### src/hdl/eyegb_pkg.sv
package eyegb_pkg;

    // fixed field widths
    localparam int CfgIdxW = 3;
    localparam int CfgDataW = 12;

    // full scale and dead bands, Q8.8 percent
    localparam int FullPct = 25600;
    localparam int GazeDead = 102;
    localparam int LidDead = 128;
    localparam int MsPerSec = 1000;

    localparam int MaxStepMsDef = 200;

    // register reset values
    localparam logic [7:0] GazeEaseRst = 8'd18;
    localparam logic [11:0] GazeRateRst = 12'd600;
    localparam logic [11:0] LidRateRst = 12'd250;
    localparam logic [9:0] CloseMsRst = 10'd80;
    localparam logic [9:0] HoldMsRst = 10'd70;
    localparam logic [9:0] OpenMsRst = 10'd150;
    localparam logic [7:0] LidTrackRst = 8'd0;

    typedef enum logic [CfgIdxW-1:0] {
        CFG_GAZE_EASE = 3'd0,
        CFG_GAZE_RATE = 3'd1,
        CFG_LID_RATE  = 3'd2,
        CFG_CLOSE_MS  = 3'd3,
        CFG_HOLD_MS   = 3'd4,
        CFG_OPEN_MS   = 3'd5,
        CFG_LID_TRACK = 3'd6
    } cfg_idx_t;

    // blink phase codes
    localparam logic [1:0] PH_IDLE = 2'd0;
    localparam logic [1:0] PH_CLOSE = 2'd1;
    localparam logic [1:0] PH_SHUT = 2'd2;
    localparam logic [1:0] PH_OPEN = 2'd3;

endpackage

### src/hdl/eye_gaze_blink_profiler_top.sv
// channel | direction | handshake             | word
// --------+-----------+-----------------------+-------------------------------------------
// in      | input     | in_valid / in_ready   | elapsed_ms, targets, lid_base, requests
// out     | output    | out_valid / out_ready | gaze_x, gaze_y, lid_pos, phase, moved flags
// cfg     | input     | cfg_valid / cfg_ready | cfg_index, cfg_data (always ready)
//
// one word at a time; a tick runs seven steps through one bit-serial shift-add
// multiplier and one restoring divider (one quotient bit a cycle); a rest request
// skips the steps and goes straight to the done state
// reset clears gaze, lid, phase, phase time and loads register defaults
// a finished word sits in the output register; the next input word is taken
// while it waits, and a second result waits in the done state until out_ready
module eye_gaze_blink_profiler_top #(
    parameter int MAX_STEP_MS = eyegb_pkg::MaxStepMsDef
) (
    input  logic                            clk,
    input  logic                            rst_n,
    input  logic                            in_valid,
    output logic                            in_ready,
    input  logic [15:0]                     elapsed_ms,
    input  logic signed [15:0]              target_x,
    input  logic signed [15:0]              target_y,
    input  logic [14:0]                     lid_base,
    input  logic                            blink_request,
    input  logic                            rest_request,
    output logic                            out_valid,
    input  logic                            out_ready,
    output logic signed [15:0]              gaze_x,
    output logic signed [15:0]              gaze_y,
    output logic [14:0]                     lid_pos,
    output logic [1:0]                      blink_phase,
    output logic                            gaze_moved,
    output logic                            lid_moved,
    input  logic                            cfg_valid,
    output logic                            cfg_ready,
    input  logic [eyegb_pkg::CfgIdxW-1:0]   cfg_index,
    input  logic [eyegb_pkg::CfgDataW-1:0]  cfg_data
);
    import eyegb_pkg::*;

    // dt width, multiplier operand and product widths follow the step limit
    localparam int DT_W = $clog2(MAX_STEP_MS + 1);
    localparam int ED_W = 8 + DT_W;
    localparam int MUL_N = (ED_W > 16) ? ED_W : 16;
    localparam int PROD_W = (24 + DT_W > 31) ? 24 + DT_W : 31;
    localparam int CNT_W = $clog2(PROD_W + 1);
    localparam logic [DT_W-1:0] DT_MAX = DT_W'(MAX_STEP_MS);
    localparam logic [15:0] DT_LIM = 16'(MAX_STEP_MS);
    localparam logic [CNT_W-1:0] MUL_LAST = CNT_W'(MUL_N - 1);
    localparam logic [CNT_W-1:0] DIV_LAST = CNT_W'(PROD_W - 1);
    localparam logic signed [15:0] G_MAX = 16'(FullPct);
    localparam logic signed [15:0] G_MIN = -G_MAX;
    localparam logic signed [16:0] G_DEAD = 17'(GazeDead);
    localparam logic signed [16:0] L_DEAD = 17'(LidDead);
    localparam logic [14:0] L_FULL = 15'(FullPct);
    localparam logic [9:0] MS_DIV = 10'(MsPerSec);

    typedef enum logic [2:0] {
        S_IDLE, S_LOAD, S_MUL, S_MID, S_DIV, S_POST, S_DONE
    } state_t;

    // one pass through the shared multiplier per step, and through the divider for all steps but ST_ED and ST_TRK
    typedef enum logic [2:0] {
        ST_CAPG, ST_ED, ST_GX, ST_GY, ST_TRK, ST_INTERP, ST_CAPL
    } step_t;

    // configuration registers
    logic [7:0]  ease_reg;
    logic [11:0] grate_reg;
    logic [11:0] lrate_reg;
    logic [9:0]  close_reg;
    logic [9:0]  hold_reg;
    logic [9:0]  open_reg;
    logic [7:0]  track_reg;

    assign cfg_ready = 1'b1;

    always_ff @(posedge clk or negedge rst_n)
    begin
        if (!rst_n)
        begin
            ease_reg  <= GazeEaseRst;
            grate_reg <= GazeRateRst;
            lrate_reg <= LidRateRst;
            close_reg <= CloseMsRst;
            hold_reg  <= HoldMsRst;
            open_reg  <= OpenMsRst;
            track_reg <= LidTrackRst;
        end
        else if (cfg_valid)
        begin
            case (cfg_index)
                CFG_GAZE_EASE: ease_reg  <= cfg_data[7:0];
                CFG_GAZE_RATE: grate_reg <= cfg_data;
                CFG_LID_RATE:  lrate_reg <= cfg_data;
                CFG_CLOSE_MS:  close_reg <= cfg_data[9:0];
                CFG_HOLD_MS:   hold_reg  <= cfg_data[9:0];
                CFG_OPEN_MS:   open_reg  <= cfg_data[9:0];
                CFG_LID_TRACK: track_reg <= cfg_data[7:0];
                default:       ;
            endcase
        end
    end

    state_t state_reg, state_next;
    step_t  step_reg, step_next;
    logic [CNT_W-1:0] cnt_reg, cnt_next;

    // tick state
    logic signed [15:0] gx_reg, gx_next;
    logic signed [15:0] gy_reg, gy_next;
    logic [14:0] lid_reg, lid_next;
    logic [1:0]  phase_reg, phase_next;
    logic [15:0] pt_reg, pt_next;

    // per-tick working values
    logic [DT_W-1:0] dt_reg, dt_next;
    logic signed [16:0] ex_reg, ex_next;
    logic signed [16:0] ey_reg, ey_next;
    logic [14:0] base_reg, base_next;
    logic gmove_reg, gmove_next;
    logic lmove_reg, lmove_next;
    logic [PROD_W-1:0] capg_reg, capg_next;
    logic [ED_W-1:0] ed_reg, ed_next;
    logic [14:0] t_reg, t_next;
    logic [14:0] iq_reg, iq_next;

    // serial multiplier and divider
    logic [PROD_W-1:0] ma_reg, ma_next;
    logic [MUL_N-1:0] mb_reg, mb_next;
    logic [PROD_W-1:0] acc_reg, acc_next;
    logic [PROD_W-1:0] dq_reg, dq_next;
    logic [9:0] rem_reg, rem_next;
    logic [9:0] dv_reg, dv_next;

    // output register
    logic ov_reg, ov_next;
    logic signed [15:0] ogx_reg, ogx_next;
    logic signed [15:0] ogy_reg, ogy_next;
    logic [14:0] olid_reg, olid_next;
    logic [1:0] oph_reg, oph_next;
    logic ogm_reg, ogm_next;
    logic olm_reg, olm_next;

    // temporaries
    logic signed [15:0] txc, tyc;
    logic signed [16:0] exw, eyw;
    logic [16:0] ptsum;
    logic [16:0] emag;
    logic [9:0] len;
    logic [10:0] rsh;
    logic [15:0] trk;
    logic signed [17:0] tsum;
    logic signed [16:0] le;
    logic [15:0] lmag, lstep;

    function automatic logic signed [15:0] gaze_apply(
        input logic signed [15:0] cur,
        input logic neg,
        input logic [PROD_W-1:0] q,
        input logic [PROD_W-1:0] cap
    );
        logic [PROD_W-1:0] s;
        logic signed [PROD_W+1:0] ext, st, sum;
        logic signed [PROD_W+1:0] hi, lo;
        s = (q > cap) ? cap : q;
        ext = {{(PROD_W-14){cur[15]}}, cur};
        st = {2'b00, s};
        sum = neg ? ext - st : ext + st;
        hi = (PROD_W+2)'(G_MAX);
        lo = -hi;
        if (sum > hi)
            return G_MAX;
        else if (sum < lo)
            return G_MIN;
        else
            return sum[15:0];
    endfunction

    assign in_ready = (state_reg == S_IDLE);

    always_comb
    begin
        state_next = state_reg;
        step_next = step_reg;
        cnt_next = cnt_reg;
        gx_next = gx_reg;
        gy_next = gy_reg;
        lid_next = lid_reg;
        phase_next = phase_reg;
        pt_next = pt_reg;
        dt_next = dt_reg;
        ex_next = ex_reg;
        ey_next = ey_reg;
        base_next = base_reg;
        gmove_next = gmove_reg;
        lmove_next = lmove_reg;
        capg_next = capg_reg;
        ed_next = ed_reg;
        t_next = t_reg;
        iq_next = iq_reg;
        ma_next = ma_reg;
        mb_next = mb_reg;
        acc_next = acc_reg;
        dq_next = dq_reg;
        rem_next = rem_reg;
        dv_next = dv_reg;
        ov_next = ov_reg;
        ogx_next = ogx_reg;
        ogy_next = ogy_reg;
        olid_next = olid_reg;
        oph_next = oph_reg;
        ogm_next = ogm_reg;
        olm_next = olm_reg;

        txc = (target_x > G_MAX) ? G_MAX : ((target_x < G_MIN) ? G_MIN : target_x);
        tyc = (target_y > G_MAX) ? G_MAX : ((target_y < G_MIN) ? G_MIN : target_y);
        exw = {txc[15], txc} - {gx_reg[15], gx_reg};
        eyw = {tyc[15], tyc} - {gy_reg[15], gy_reg};
        ptsum = {1'b0, pt_reg} + {1'b0, elapsed_ms};
        emag = 17'd0;
        len = (phase_reg == PH_OPEN) ? open_reg : close_reg;
        if (len == 10'd0)
            len = 10'd1;
        rsh = {rem_reg, dq_reg[PROD_W-1]};
        trk = acc_reg[23:8];
        tsum = gy_reg[15] ? {3'b000, base_reg} + {2'b00, trk}
                          : {3'b000, base_reg} - {2'b00, trk};
        le = {2'b00, t_reg} - {2'b00, lid_reg};
        lmag = le[16] ? 16'(-le) : le[15:0];
        lstep = (dq_reg < PROD_W'(lmag)) ? dq_reg[15:0] : lmag;

        if (ov_reg && out_ready)
            ov_next = 1'b0;

        case (state_reg)
            S_IDLE:
            begin
                if (in_valid)
                begin
                    if (rest_request)
                    begin
                        gx_next = '0;
                        gy_next = '0;
                        lid_next = '0;
                        phase_next = PH_IDLE;
                        pt_next = '0;
                        gmove_next = 1'b1;
                        lmove_next = 1'b1;
                        state_next = S_DONE;
                    end
                    else
                    begin
                        dt_next = (elapsed_ms > DT_LIM) ? DT_MAX : elapsed_ms[DT_W-1:0];
                        ex_next = exw;
                        ey_next = eyw;
                        gmove_next = (exw > G_DEAD) || (exw < -G_DEAD) ||
                                     (eyw > G_DEAD) || (eyw < -G_DEAD);
                        lmove_next = 1'b0;
                        base_next = (lid_base > L_FULL) ? L_FULL : lid_base;
                        if (blink_request)
                        begin
                            phase_next = PH_CLOSE;
                            pt_next = '0;
                        end
                        else
                            pt_next = ptsum[16] ? 16'hFFFF : ptsum[15:0];
                        step_next = ST_CAPG;
                        state_next = S_LOAD;
                    end
                end
            end

            S_LOAD:
            begin
                acc_next = '0;
                cnt_next = '0;
                state_next = S_MUL;
                case (step_reg)
                    ST_CAPG:
                    begin
                        ma_next = PROD_W'(grate_reg);
                        mb_next = MUL_N'(dt_reg);
                    end
                    ST_ED:
                    begin
                        ma_next = PROD_W'(ease_reg);
                        mb_next = MUL_N'(dt_reg);
                    end
                    ST_GX:
                    begin
                        emag = ex_reg[16] ? 17'(-ex_reg) : ex_reg;
                        ma_next = PROD_W'(emag[15:0]);
                        mb_next = MUL_N'(ed_reg);
                    end
                    ST_GY:
                    begin
                        emag = ey_reg[16] ? 17'(-ey_reg) : ey_reg;
                        ma_next = PROD_W'(emag[15:0]);
                        mb_next = MUL_N'(ed_reg);
                    end
                    ST_TRK:
                    begin
                        emag = gy_reg[15] ? 17'(-{gy_reg[15], gy_reg}) : {1'b0, gy_reg};
                        ma_next = PROD_W'(emag[15:0]);
                        mb_next = MUL_N'(track_reg);
                    end
                    ST_INTERP:
                    begin
                        ma_next = PROD_W'(L_FULL - t_reg);
                        mb_next = MUL_N'(pt_reg);
                    end
                    default:
                    begin
                        ma_next = PROD_W'(lrate_reg);
                        mb_next = MUL_N'(dt_reg);
                    end
                endcase
            end

            S_MUL:
            begin
                if (mb_reg[0])
                    acc_next = acc_reg + ma_reg;
                ma_next = {ma_reg[PROD_W-2:0], 1'b0};
                mb_next = {1'b0, mb_reg[MUL_N-1:1]};
                cnt_next = cnt_reg + 1'b1;
                if (cnt_reg == MUL_LAST)
                    state_next = S_MID;
            end

            S_MID:
            begin
                rem_next = '0;
                cnt_next = '0;
                state_next = S_DIV;
                case (step_reg)
                    ST_CAPG, ST_CAPL:
                    begin
                        // rate * 256 * dt / 1000
                        dq_next = {acc_reg[PROD_W-9:0], 8'd0};
                        dv_next = MS_DIV;
                    end
                    ST_GX, ST_GY:
                    begin
                        dq_next = acc_reg;
                        dv_next = MS_DIV;
                    end
                    ST_INTERP:
                    begin
                        dq_next = acc_reg;
                        dv_next = len;
                    end
                    default:
                        state_next = S_POST;
                endcase
            end

            S_DIV:
            begin
                if (rsh >= {1'b0, dv_reg})
                begin
                    rem_next = 10'(rsh - {1'b0, dv_reg});
                    dq_next = {dq_reg[PROD_W-2:0], 1'b1};
                end
                else
                begin
                    rem_next = rsh[9:0];
                    dq_next = {dq_reg[PROD_W-2:0], 1'b0};
                end
                cnt_next = cnt_reg + 1'b1;
                if (cnt_reg == DIV_LAST)
                    state_next = S_POST;
            end

            S_POST:
            begin
                state_next = S_LOAD;
                case (step_reg)
                    ST_CAPG:
                    begin
                        capg_next = dq_reg;
                        step_next = ST_ED;
                    end
                    ST_ED:
                    begin
                        ed_next = acc_reg[ED_W-1:0];
                        step_next = ST_GX;
                    end
                    ST_GX:
                    begin
                        if (gmove_reg)
                            gx_next = gaze_apply(gx_reg, ex_reg[16], dq_reg, capg_reg);
                        step_next = ST_GY;
                    end
                    ST_GY:
                    begin
                        if (gmove_reg)
                            gy_next = gaze_apply(gy_reg, ey_reg[16], dq_reg, capg_reg);
                        step_next = ST_TRK;
                    end
                    ST_TRK:
                    begin
                        // lid target: base minus y * track / 256, clamped
                        if (tsum < 18'sd0)
                            t_next = '0;
                        else if (tsum > 18'(FullPct))
                            t_next = L_FULL;
                        else
                            t_next = tsum[14:0];
                        step_next = ST_INTERP;
                    end
                    ST_INTERP:
                    begin
                        iq_next = dq_reg[14:0];
                        step_next = ST_CAPL;
                    end
                    default:
                    begin
                        state_next = S_DONE;
                        case (phase_reg)
                            PH_CLOSE:
                            begin
                                lmove_next = 1'b1;
                                if (pt_reg >= {6'd0, len})
                                begin
                                    lid_next = L_FULL;
                                    phase_next = PH_SHUT;
                                    pt_next = '0;
                                end
                                else
                                    lid_next = t_reg + iq_reg;
                            end
                            PH_SHUT:
                            begin
                                lmove_next = 1'b1;
                                lid_next = L_FULL;
                                if (pt_reg >= {6'd0, hold_reg})
                                begin
                                    phase_next = PH_OPEN;
                                    pt_next = '0;
                                end
                            end
                            PH_OPEN:
                            begin
                                lmove_next = 1'b1;
                                if (pt_reg >= {6'd0, len})
                                begin
                                    phase_next = PH_IDLE;
                                    pt_next = '0;
                                    lid_next = t_reg;
                                end
                                else
                                    lid_next = L_FULL - iq_reg;
                            end
                            default:
                            begin
                                // idle slew, the divider holds the lid cap
                                if ((le > L_DEAD) || (le < -L_DEAD))
                                begin
                                    lmove_next = 1'b1;
                                    lid_next = le[16] ? lid_reg - lstep[14:0]
                                                      : lid_reg + lstep[14:0];
                                end
                            end
                        endcase
                    end
                endcase
            end

            S_DONE:
            begin
                if (!ov_reg || out_ready)
                begin
                    ov_next = 1'b1;
                    ogx_next = gx_reg;
                    ogy_next = gy_reg;
                    olid_next = lid_reg;
                    oph_next = phase_reg;
                    ogm_next = gmove_reg;
                    olm_next = lmove_reg;
                    state_next = S_IDLE;
                end
            end

            default:
                state_next = S_IDLE;
        endcase
    end

    always_ff @(posedge clk or negedge rst_n)
    begin
        if (!rst_n)
        begin
            state_reg <= S_IDLE;
            step_reg <= ST_CAPG;
            cnt_reg <= '0;
            gx_reg <= '0;
            gy_reg <= '0;
            lid_reg <= '0;
            phase_reg <= PH_IDLE;
            pt_reg <= '0;
            gmove_reg <= 1'b0;
            lmove_reg <= 1'b0;
            ov_reg <= 1'b0;
        end
        else
        begin
            state_reg <= state_next;
            step_reg <= step_next;
            cnt_reg <= cnt_next;
            gx_reg <= gx_next;
            gy_reg <= gy_next;
            lid_reg <= lid_next;
            phase_reg <= phase_next;
            pt_reg <= pt_next;
            gmove_reg <= gmove_next;
            lmove_reg <= lmove_next;
            ov_reg <= ov_next;
        end
    end

    // datapath, no reset needed
    always_ff @(posedge clk)
    begin
        dt_reg <= dt_next;
        ex_reg <= ex_next;
        ey_reg <= ey_next;
        base_reg <= base_next;
        capg_reg <= capg_next;
        ed_reg <= ed_next;
        t_reg <= t_next;
        iq_reg <= iq_next;
        ma_reg <= ma_next;
        mb_reg <= mb_next;
        acc_reg <= acc_next;
        dq_reg <= dq_next;
        rem_reg <= rem_next;
        dv_reg <= dv_next;
        ogx_reg <= ogx_next;
        ogy_reg <= ogy_next;
        olid_reg <= olid_next;
        oph_reg <= oph_next;
        ogm_reg <= ogm_next;
        olm_reg <= olm_next;
    end

    assign out_valid = ov_reg;
    assign gaze_x = ogx_reg;
    assign gaze_y = ogy_reg;
    assign lid_pos = olid_reg;
    assign blink_phase = oph_reg;
    assign gaze_moved = ogm_reg;
    assign lid_moved = olm_reg;

endmodule

### config.mk
export PLATFORM = sky130hd
export DESIGN_NAME = eye_gaze_blink_profiler_top
export DESIGN_NICKNAME = d
export VERILOG_FILES = /design/src/hdl/eyegb_pkg.sv /design/src/hdl/eye_gaze_blink_profiler_top.sv
export SDC_FILE = /design/constraint.sdc
export NUM_CORES = 2
export LEC_CHECK = 0
export BUFFER_PORTS_ARGS = -buffer_cell sky130_fd_sc_hd__buf_2
export CAP_MARGIN = 0
export CORE_UTILIZATION = 35
export DETAILED_ROUTE_END_ITERATION = 6
export SYNTH_ARGS = -nofsm -noshare
export SYNTH_HDL_FRONTEND = slang
export SYNTH_SLANG_ARGS = --single-unit
export TNS_END_PERCENT = 10
### constraint.sdc
create_clock -name clk -period 18.2 [get_ports clk]
set_input_delay 1.82 -clock clk [delete_from_list [all_inputs] [get_ports clk]]
set_output_delay 1.82 -clock clk [all_outputs]
set_load 0.03 [all_outputs]
==> impl_metrics.tcl <==
set metrics [dict create \
    setup_violations 0 \
    track_usage_pct 21.6 \
    power.leakage_nw 17.4 \
    slew_violations 0 \
    fin_hold_ws_ns 0.455 \
    num-fill-cells 10600 \
    p_per_area_nw_per_um2 185 \
    synth.area.top_cells "edfxtp_1, ha_1, dfrtp_1, nor2_1, xnor2_1" \
    min-delay-start "gmove_reg" \
    skew_ns 0.0455 \
    cts_setup_buffers 0 \
    r2r-end "lid_reg[14]" \
    wl_per_cell_um 21.0 \
    cts-resized-gates 0 \
    register_area_um2 13300 \
    fin_cells 5661 \
    dp_hpwl_um 92400 \
    syn_area_per_cell_um2 9.06 \
    ys_types 101 \
    grt_pass1_wl_um 181000 \
    finalCritPeriodShare_pct 51.9 \
    netlist_top_cells_count "nor2_1, edfxtp_1, ha_1, nand2_1, a21oi_1" \
    drt_iter0_markers 2747 \
    r2r-start "t_reg[0]" \
    place_congestion 0.960 \
    syn_to_final_growth_pct 11.1 \
    dieArea_um2 108000 \
    maxCapViolations 0 \
    num_antenna_cells 0 \
    ant_nets 0 \
    via_per_inst 5.63 \
    worstPathArrival_ns 10.00 \
    cts_tree "done" \
    crit_slowest_cell "nor2_1" \
    hold_class "reg2reg" \
    syn_inst 4136 \
    coreArea_um2 106000 \
    die_h_um 329 \
    rsz0062_at_grt "false" \
    pre_cts_ws_ns 8.92 \
    grt_max_degree 77 \
    io-pin-count 139 \
    seq_area_frac_synth_pct 35.6 \
    drive_gt1_share_pct 10.8 \
    placed_cells 5561 \
    relSlewSlack_pct 22.9 \
    violations "DRC" \
    worstMarginPinSlew_ns 1.15 \
    clock.fmax_mhz 106 \
    syn_area_um2 37500 \
    clk_pin_slew_worst_paths_ns 0.07 \
    cts_root_buffer "clkbuf_16" \
    final_nets 4632 \
    finalHoldViolations 0 \
    htree_levels 2 \
    min_path_cells 0 \
    wirelength_um 119000 \
    drcViolationCount 4 \
    hold_buffers 0 \
    portBuffers 137 \
    reg2reg_depth 36 \
    cts_buffer_depth 3 \
    status "complete, but fails checks" \
    crit_type "reg2reg" \
    ys_ff_latch 468 \
    grt_pass1_vias 29900 \
    post-synth-top-area-cell "edfxtp_1" \
    synth-async-reset-ratio_pct 32.1 \
    min_to "gaze_moved" \
    yosys.area.top_type_share_pct 25.5 \
    synth_flop_cell "edfxtp_1" \
    start_util_pct 35.4 \
    synth_edf_count 318 \
    drtPass1Iterations 7 \
    vias 31900 \
    yosys_warnings 0 \
    vdd_drop_max_mv 0.116 \
    cts_made_buffers 53 \
    timing.reg2reg.setup_slack_ns 8.75 \
    clock-sinks 468 \
    power_w 0.00769 \
    timing.final.ws_setup_ns 8.75 \
    critPathMaxStageDelay_ns 0.56 \
    critPathMaxFanout 11 \
    required_ns 18.75 \
    crit_path_end_kind "register" \
    fp.dieW_um 329 \
    insertion_delay_ns 0.66 \
    fin_setup_tns_ns 0 \
    rows 119 \
    antenna_found_initial 7 \
    grt_overflow_total 0 \
    synth_nets 4543 \
    min_period_ns 9.45 \
    multiInputGateArea_um2 22700 \
    crit_path_start_kind "register" \
    synth_most_common_cell "nor2_1" \
]
-- routing by layer --
metal	part of all wire (%)	vias up	GRT usage, %
met5	0.045	-	0
met4	3.7	10	7.57
met3	5.7	176	2.73
li1	-	15400	-
met2	45	864	34.6
met1	45	15400	29.9
-- kinds of logic after synthesis --
kind of cell               Yosys count  share of synthesized area [%]
buffers and inverters              417                           4.22
other                                1                         0.0100
xor gates and xnor gates           291                           6.84
AOI/OAI and AO/OA                 1122                           20.0
and+or+nand+nor                   1331                           17.1
DFF                                468                           35.6
muxes                              184                           5.29
adders and majority gates          322                           11.0
-- power by group --
part | leakage [nW] | switching (W) | internal [W]
sequential | 4.82 | 0.000339 | 0.00157
clock | 0.891 | 0.000484 | 0.000646
combinational | 11.6 | 0.00291 | 0.00175
total | 17.4 | 0.00373 | 0.00396
-- through the flow --
stage	instance area [um^2]	util (%)
2_1_floorplan	37500	-
3_3_place_gp	39800	37.7
3_5_place_dp	39800	37.7
4_1_cts	41600	39.4
5_1_grt	41600	39.4
6_report	41600	39.4
-- worst max-delay path: cells and delay by family (launching register included) --
family                     cells  cell delay, ns
buffers and inverters          2            0.24
adders and majority gates      5            1.41
DFF                            1            0.46
and+or+nand+nor               11            2.96
AOI/OAI and AO/OA             14            3.27
xor gates and xnor gates       4            0.99
-- worst max path at each step --
stage | start | endpoint | slack, ns
CTS | t_reg[0] | lid_reg[14] | 8.85
finish | t_reg[0] | lid_reg[14] | 8.75
global route | t_reg[0] | lid_reg[14] | 7.97
global placement | t_reg[0] | lid_reg[14] | 9.10
detailed placement | t_reg[0] | lid_reg[14] | 8.92
floorplan | t_reg[0] | lid_reg[14] | 9.90
-- cells in the final DEF, fill, tap and decap left out, types with 32 or more instances in the layout --
cell         n
and3_1      33
o21a_1      42
buf_4       51
nor4_1      40
nand2_1    288
nor2_1     440
edfxtp_1   318
xor2_1     124
buf_2      136
a21oi_1    282
o21ai_0    237
nand4_1     32
xnor2_1    166
ha_1       310
dfrtp_1    126
and2_1      48
a211oi_1    49
a21o_1     111
mux2_2      92
a31oi_1     32
inv_1      260
nor3_1      96
mux2i_1     90
nor2b_1     55
o31ai_1     33
clkbuf_16   54
nand3_1    106
nand2b_1    55
-- final cells by class --
class | count | share of cell area, %
clock inverter | 26 | 0.754
timing repair buffer | 188 | 2.58
inverter | 263 | 2.37
tap | 1391 | 4.18
sequential | 468 | 32.0
multi-input combinational | 3251 | 54.5
clock buffer | 74 | 3.64
(Power assumes the default switching activity.)
